<file path="config.mk">
export PLATFORM = sky130hd
export DESIGN_NAME = smta_cell
export DESIGN_NICKNAME = d
export VERILOG_FILES = /design/src/hw/rtl/smta_pkg.sv /design/src/hw/rtl/smta_cell.sv
export SDC_FILE = /design/constraint.sdc
export NUM_CORES = 1
export LEC_CHECK = 0
export BUFFER_PORTS_ARGS = -buffer_cell sky130_fd_sc_hd__buf_2
export CAP_MARGIN = 30
export CORE_MARGIN = 2
export CORE_UTILIZATION = 45
export CTS_CLUSTER_DIAMETER = 80
export DETAILED_ROUTE_END_ITERATION = 7
export GPL_ROUTABILITY_DRIVEN = 0
export PLACE_DENSITY_LB_ADDON = 0.25
export RECOVER_POWER = 100
export SYNTH_ARGS = -nofsm -noshare
export SYNTH_HDL_FRONTEND = slang
export SYNTH_SLANG_ARGS = --single-unit
</file>
<file path="constraint.sdc">
create_clock -name clk -period 5.1 [get_ports clk]
set_clock_uncertainty 0.05 [all_clocks]
set_input_delay 0.765 -clock clk [delete_from_list [all_inputs] [get_ports clk]]
set_output_delay 0.765 -clock clk [all_outputs]
set_load 0.05 [all_outputs]
</file>
<file path="src/hw/rtl/smta_pkg.sv">
package smta_pkg;

  // configuration port geometry
  localparam int CFG_DATA_W = 32;
  localparam int CFG_ADDR_W = 2;

  // register map
  localparam logic [CFG_ADDR_W-1:0] REG_WINDOW_SIZE = 2'd0;

  // window size register
  localparam int WSIZE_W = 7;
  localparam logic [WSIZE_W-1:0] WSIZE_RESET = 7'd3;

  // alert counter
  localparam int COUNT_W = 32;

  // per-cycle control broadcast to every cell of the sorted row
  typedef struct packed {
    logic upd;   // a word is accepted this cycle
    logic full;  // the window was full before this word
  } smta_ctl_t;

endpackage

</file>
<file path="src/hw/rtl/smta_cell.sv">
module smta_cell import smta_pkg::*; #(
  parameter int SAMPLE_BITS = 16,
  parameter int AGE_W       = 6,
  parameter int WCNT_W      = 7,
  parameter int IDX         = 0
) (
  input  logic                   clk,
  input  smta_ctl_t              ctl,
  input  logic [SAMPLE_BITS-1:0] amount,
  input  logic [SAMPLE_BITS-1:0] rem_val,
  input  logic [WCNT_W-1:0]      fill,
  input  logic [AGE_W-1:0]       wm1,
  input  logic [AGE_W-1:0]       m_cnt,
  input  logic [AGE_W-1:0]       lo_idx,
  input  logic [AGE_W-1:0]       hi_idx,
  // from the right-hand neighbour
  input  logic [SAMPLE_BITS-1:0] right_val,
  input  logic [AGE_W-1:0]       right_age,
  input  logic                   right_s,
  // from the left-hand neighbour
  input  logic [SAMPLE_BITS-1:0] left_u,
  input  logic [AGE_W-1:0]       left_u_age,
  input  logic                   left_g,
  // to the neighbours
  output logic [SAMPLE_BITS-1:0] val,
  output logic [AGE_W-1:0]       age,
  output logic                   s,
  output logic [SAMPLE_BITS-1:0] u,
  output logic [AGE_W-1:0]       u_age,
  output logic                   g,
  // masked values for the broadcast or-trees
  output logic [SAMPLE_BITS-1:0] rem_part,
  output logic [SAMPLE_BITS-1:0] lo_part,
  output logic [SAMPLE_BITS-1:0] hi_part
);

  logic [SAMPLE_BITS-1:0] val_r, val_nxt;
  logic [AGE_W-1:0]       age_r, age_nxt;
  logic                   occ;
  logic                   u_ok;

  assign val = val_r;
  assign age = age_r;

  // occupancy and the oldest sample
  assign occ      = (WCNT_W'(IDX) < fill);
  assign rem_part = (occ && (age_r == wm1)) ? val_r : '0;

  // median taps
  assign lo_part = (AGE_W'(IDX) == lo_idx) ? val_r : '0;
  assign hi_part = (AGE_W'(IDX) == hi_idx) ? val_r : '0;

  // cells above the leaving sample close the gap; equal values keep age order,
  // so the leaving sample is the last of its equals
  assign s     = ctl.full && (val_r > rem_val);
  assign u     = right_s ? right_val : val_r;
  assign u_age = right_s ? right_age : age_r;

  // new word goes in front of every cell at or above its value
  assign u_ok = (AGE_W'(IDX) < m_cnt);
  assign g    = !u_ok || (u >= amount);

  always_comb begin
    if (g) begin
      if (left_g) begin
        val_nxt = left_u;
        age_nxt = left_u_age + 1'b1;
      end else begin
        val_nxt = amount;
        age_nxt = '0;
      end
    end else begin
      val_nxt = u;
      age_nxt = u_age + 1'b1;
    end
  end

  // cell storage
  always_ff @(posedge clk) begin
    if (ctl.upd) begin
      val_r <= val_nxt;
      age_r <= age_nxt;
    end
  end

endmodule

</file>
Word level (Yosys, flattened, before mapping)
Cells that the tools add are included.
Widths: inputs -> output; s select.
{ "totals": {"regBits": 22, "latch_bits": 0, "ram_bits": 0, "rom_bits": 0, "inputBits": 112, "out_inout_bits": 94, "word_cells": 24, "memories": 0} }
{ "classes": {"n_addsub": 2, "mul": 0, "div": 0, "order_cmp": 4, "n_eq_ne": 1, "shifts": 0, "mux": 9, "bitwise": 0, "reduce_logical": 6} }
{ "ops": {"columns": ["cell", "count"], "rows": [
  ["$mux 16", 6],
  ["$mux 6", 3],
  ["$ge 16x16->1", 1],
  ["$gt 16x16->1", 1],
  ["$add 6x1->6 const B", 2],
  ["$logic_not 6->1", 2],
  ["$lt 1x7->1 const A", 1],
  ["$eq 6x6->1", 1],
  ["$lt 1x6->1 const A", 1],
  ["$logic_and 1x1->1", 2],
  ["$logic_not 1->1", 1],
  ["$logic_or 1x1->1", 1]
]} }

Logic depth before layout (Yosys ltp)
{ "logic_depth": {"ltp_word": 4, "ltp_mapped": 12, "ltp_nobuf": 8} }

Worst setup path before layout
OpenSTA, ideal clock, no wires.
{ "synth_path": {"kind": "input to output", "from": "in right_s", "to": "out g", "arrival_ps": 3607, "t_required_ps": 4285, "slack_ps": 678, "cell_stages": 9, "path_buffers": 3, "cell_sequence": "buf_2 > buf_2 > buf_2 > mux2_2 > ha_1 > and4_1 > a311o_1 > a2111oi_4 > inv_1"} }
{ "synth_between": {"elab_chain_len": 3} }
{ "synth_rtl": {"columns": ["item", "line", "source"], "rows": [
  ["from (decl)", "smta_cell.sv:19", "input logic right_s,"],
  ["$mux 16", "smta_cell.sv:56", "assign u = right_s ? right_val : val_r;"],
  ["named net u[9]", "smta_cell.sv:28", "output logic [SAMPLE_BITS-1:0] u,"],
  ["$ge 16x16->1", "smta_cell.sv:61", "assign g = !u_ok || (u >= amount);"],
  ["$logic_or 1x1->1", "smta_cell.sv:61", null],
  ["to (decl)", "smta_cell.sv:30", "output logic g,"]
]} }
The timed path passes the listed nets, and every way through them passes these cells.

Final worst setup path
{ "layout_path": {"from": "in right_s", "to": "out g"} }
{ "layout_between": {"elab_chain_len": 3} }
{ "layout_rtl": {"columns": ["item", "line"], "rows": [
  ["$mux 16", "smta_cell.sv:56"],
  ["$ge 16x16->1", "smta_cell.sv:61"],
  ["$logic_or 1x1->1", "smta_cell.sv:61"]
]} }
No other way between the ends.

==> impl_metrics.ini <==
[layout]
fin_nets = 664
antenna_cells = 0
fin_util_pct = 63.7
syn2layout_area_growth_pct = 36.9
drive_gt1_share_pct = 26.9
n_fill_cell = 615

[setup_path]
cp_max_fo = 24
cp_common_cell = a2111oi_0
crit_chain = buf_2 > mux2_1 > ha_1 > and4_4 > nand4_1 > a2111oi_0 > a2111oi_0 > inv_1 > clkbuf_1
arrival_ns = 3.48
path_buf_inv = 3
crit_type = in -> out
r2r_end = age[0]
timing.critical_path.from_type = input port
reg2reg_from = val[13]
critPathSlowestCell = buf_2
r2r_cells = 8
critPathCaptureType = output port
ff2ff_setup_slack_ns = 1.88
path_delay_family = buffers and inverters
max_stage_delay_ns = 0.47
cp_data_required_time_ns = 4.28

[clocking]
cts_inserted_buffers = 3
cts_sinks = 22
cts_tree = done
h-tree-depth = 1
cts_resized = 0
post_cts_buffers = 0
clk_pin_slew_ns = 0.09
ctsHoldBuffers = 0
clk_latency_ns = 0.26
cts.path.max_buffers = 2
cts_root_buf = clkbuf_8

[timing]
setup_ws_ns = 0.809
rsz0062_at_grt = false
period_share_pct = 84.1
fin_tns_setup_ns = 0
worst-slew-pin-transition_ns = 1.26
hold_violations = 0
final.min_clock_period_ns = 4.29
relSlewSlack_pct = 15.9
setup_viol = 0
max_freq_ghz = 0.233
slew_violations = 0

[min_path]
hold_class = in -> reg
min_path_cells = 3
holdCritStartpoint = left_u[14]
hold_path_end = val[14]

[pwr]
power_frac_clock_pct = 17.3
power.internal_uw = 503
pwr_density_cell_nw_per_um2 = 256
p_sw_share_pct = 48.3
power.switching_uw = 469
power_uw = 972
pwr-share-seq_pct = 29.0
ir_worst_vdd_mv = 0.176
leakagePower_uw = 0.00196
pwr-share-comb_pct = 53.8

[synthesis]
synth_seq_cells = 22
synthCells = 317
syn_area_um2 = 2770
synth_most_common_cell = and2_1
syn_area_per_cell_um2 = 8.75
synth-edff-count = 22
yosys_warnings = 0
synthArstFlopShare_pct = 0
synth_seq_area_share_pct = 23.8
synth_nets = 463
ys_types = 37
post-synth-top-area-cell = edfxtp_1
synth_top_area_share_pct = 23.8
synth_flop_cell = edfxtp_1
yosys-top-cells-area = edfxtp_1 24%, ha_1 15%, and2_1 10%
synthTopCellsByCount = 46 x and2_1, 38 x inv_1, 34 x ha_1, 28 x nand2_1

[floorplanning]
die_w_um = 82.5
dieHeight_um = 82.5
start_util_pct = 46.6
core.rowCount = 28
die_area_um2 = 6810
ios = 206
core_area_um2 = 5960

[drt]
route.detailed.wl_per_inst_um = 15.0
route.detailed.drc = 0
route.vias.total = 3005
via_per_inst = 5.08
wl_mm = 8.89
ant_nets = 0
drt_iter0_markers = 67
drtPass1Iterations = 4

[global_routing]
gr-total-overflow = 0
grt_pass1_wl_mm = 12.8
grt_pass1_vias = 2714
antenna_found_initial = 0
grt.total_usage_pct = 24.6
grt_max_degree = 44

[place]
dp_slack_ns = 1.03
hpwl_mm = 7.33
io_buffers = 205

[run]
drv_cap = 0

[run_status]
status = finished clean
==> per-layer routing <==
layer / track usage, % / up-vias / share of wire [%]
met5: 0 / - / 0
met2: 46.0 / 108 / 51
li1: - / 1512 / -
met3: 4.24 / 20 / 8.4
met4: 10.8 / 0 / 2.8
met1: 27.0 / 1365 / 37
==> how the worst max path moves through the flow <==
stage / start / to / slack [ns] / cells after the start
6_report: right_s / g / 0.81 / 9
5_1_grt: right_s / g / 0.48 / 8
4_1_cts: right_s / g / 1.02 / 9
3_5_place_dp: right_s / g / 1.03 / 9
3_3_place_gp: right_s / g / 1.09 / 9
2_1_floorplan: right_s / g / 0.68 / 9
==> power groups by stage <==
stage	logic, µW	clock network [µW]	registers (µW)
6_report	523	168	281
5_1_grt	568	176	286
4_1_cts	551	172	281
3_5_place_dp	550	0	285
3_3_place_gp	539	0	284
2_1_floorplan	319	0	364
==> tightest hold or removal path, cell delays in order <==
cell and delay, ns:
buf_2 0.07, mux2i_1 0.05, o21ai_1 0.10
==> cell type report <==
cell class                 instances  area [µm²]  area share [%]
clock inverter                     1        30.0           0.791
inverter                          38         143            3.76
timing repair buffer             209         955            25.1
sequential                        22         661            17.4
clock buffer                       3        41.3            1.09
multi-input combinational        244        1870            49.3
tap                               75        93.8            2.47
==> state kept, by name, indices dropped and copies added (netlist names) <==
register	cells
val	16
age	6
==> cell usage in the layout (no fill, tap or decap), drive strengths merged, types with 5 or more instances in the layout <==
master  Yosys  final
a21o        8      8
a21oi       9      9
and2       46     46
buf         7    132
clkbuf      6     80
edfxtp     22     22
ha         34     34
inv        38     38
mux2       17     17
mux2i      19     19
nand2      28     28
nand3       5      5
nand4       5      5
o21ai      24     24
xnor2       9      9
xor2        5      5
==> logic make-up (layout without fill, tap and decap cells) <==
family                   count (synthesis)  in the layout  synth area share [%]
multiplexers                            36             36                  13.8
AO/OA/AOI/OAI                           54             54                  13.1
buffers and inverters                   51            251                  7.98
AND/OR/NAND/NOR                        106            106                  21.6
adder cells (fa/ha/maj)                 34             34                  15.3
flip-flops                              22             22                  23.8
XOR/XNOR                                14             14                  4.42
==> metrics by stage <==
step,hold WS (ns),instances,instance area [µm²]
detailed placement,0.780,588,3850
CTS,0.785,592,3920
floorplan,0.827,317,2770
global route,0.806,592,3800
finish,0.788,592,3800
global placement,0.766,585,3830
Note: power is estimated with default switching activity, not from simulation.
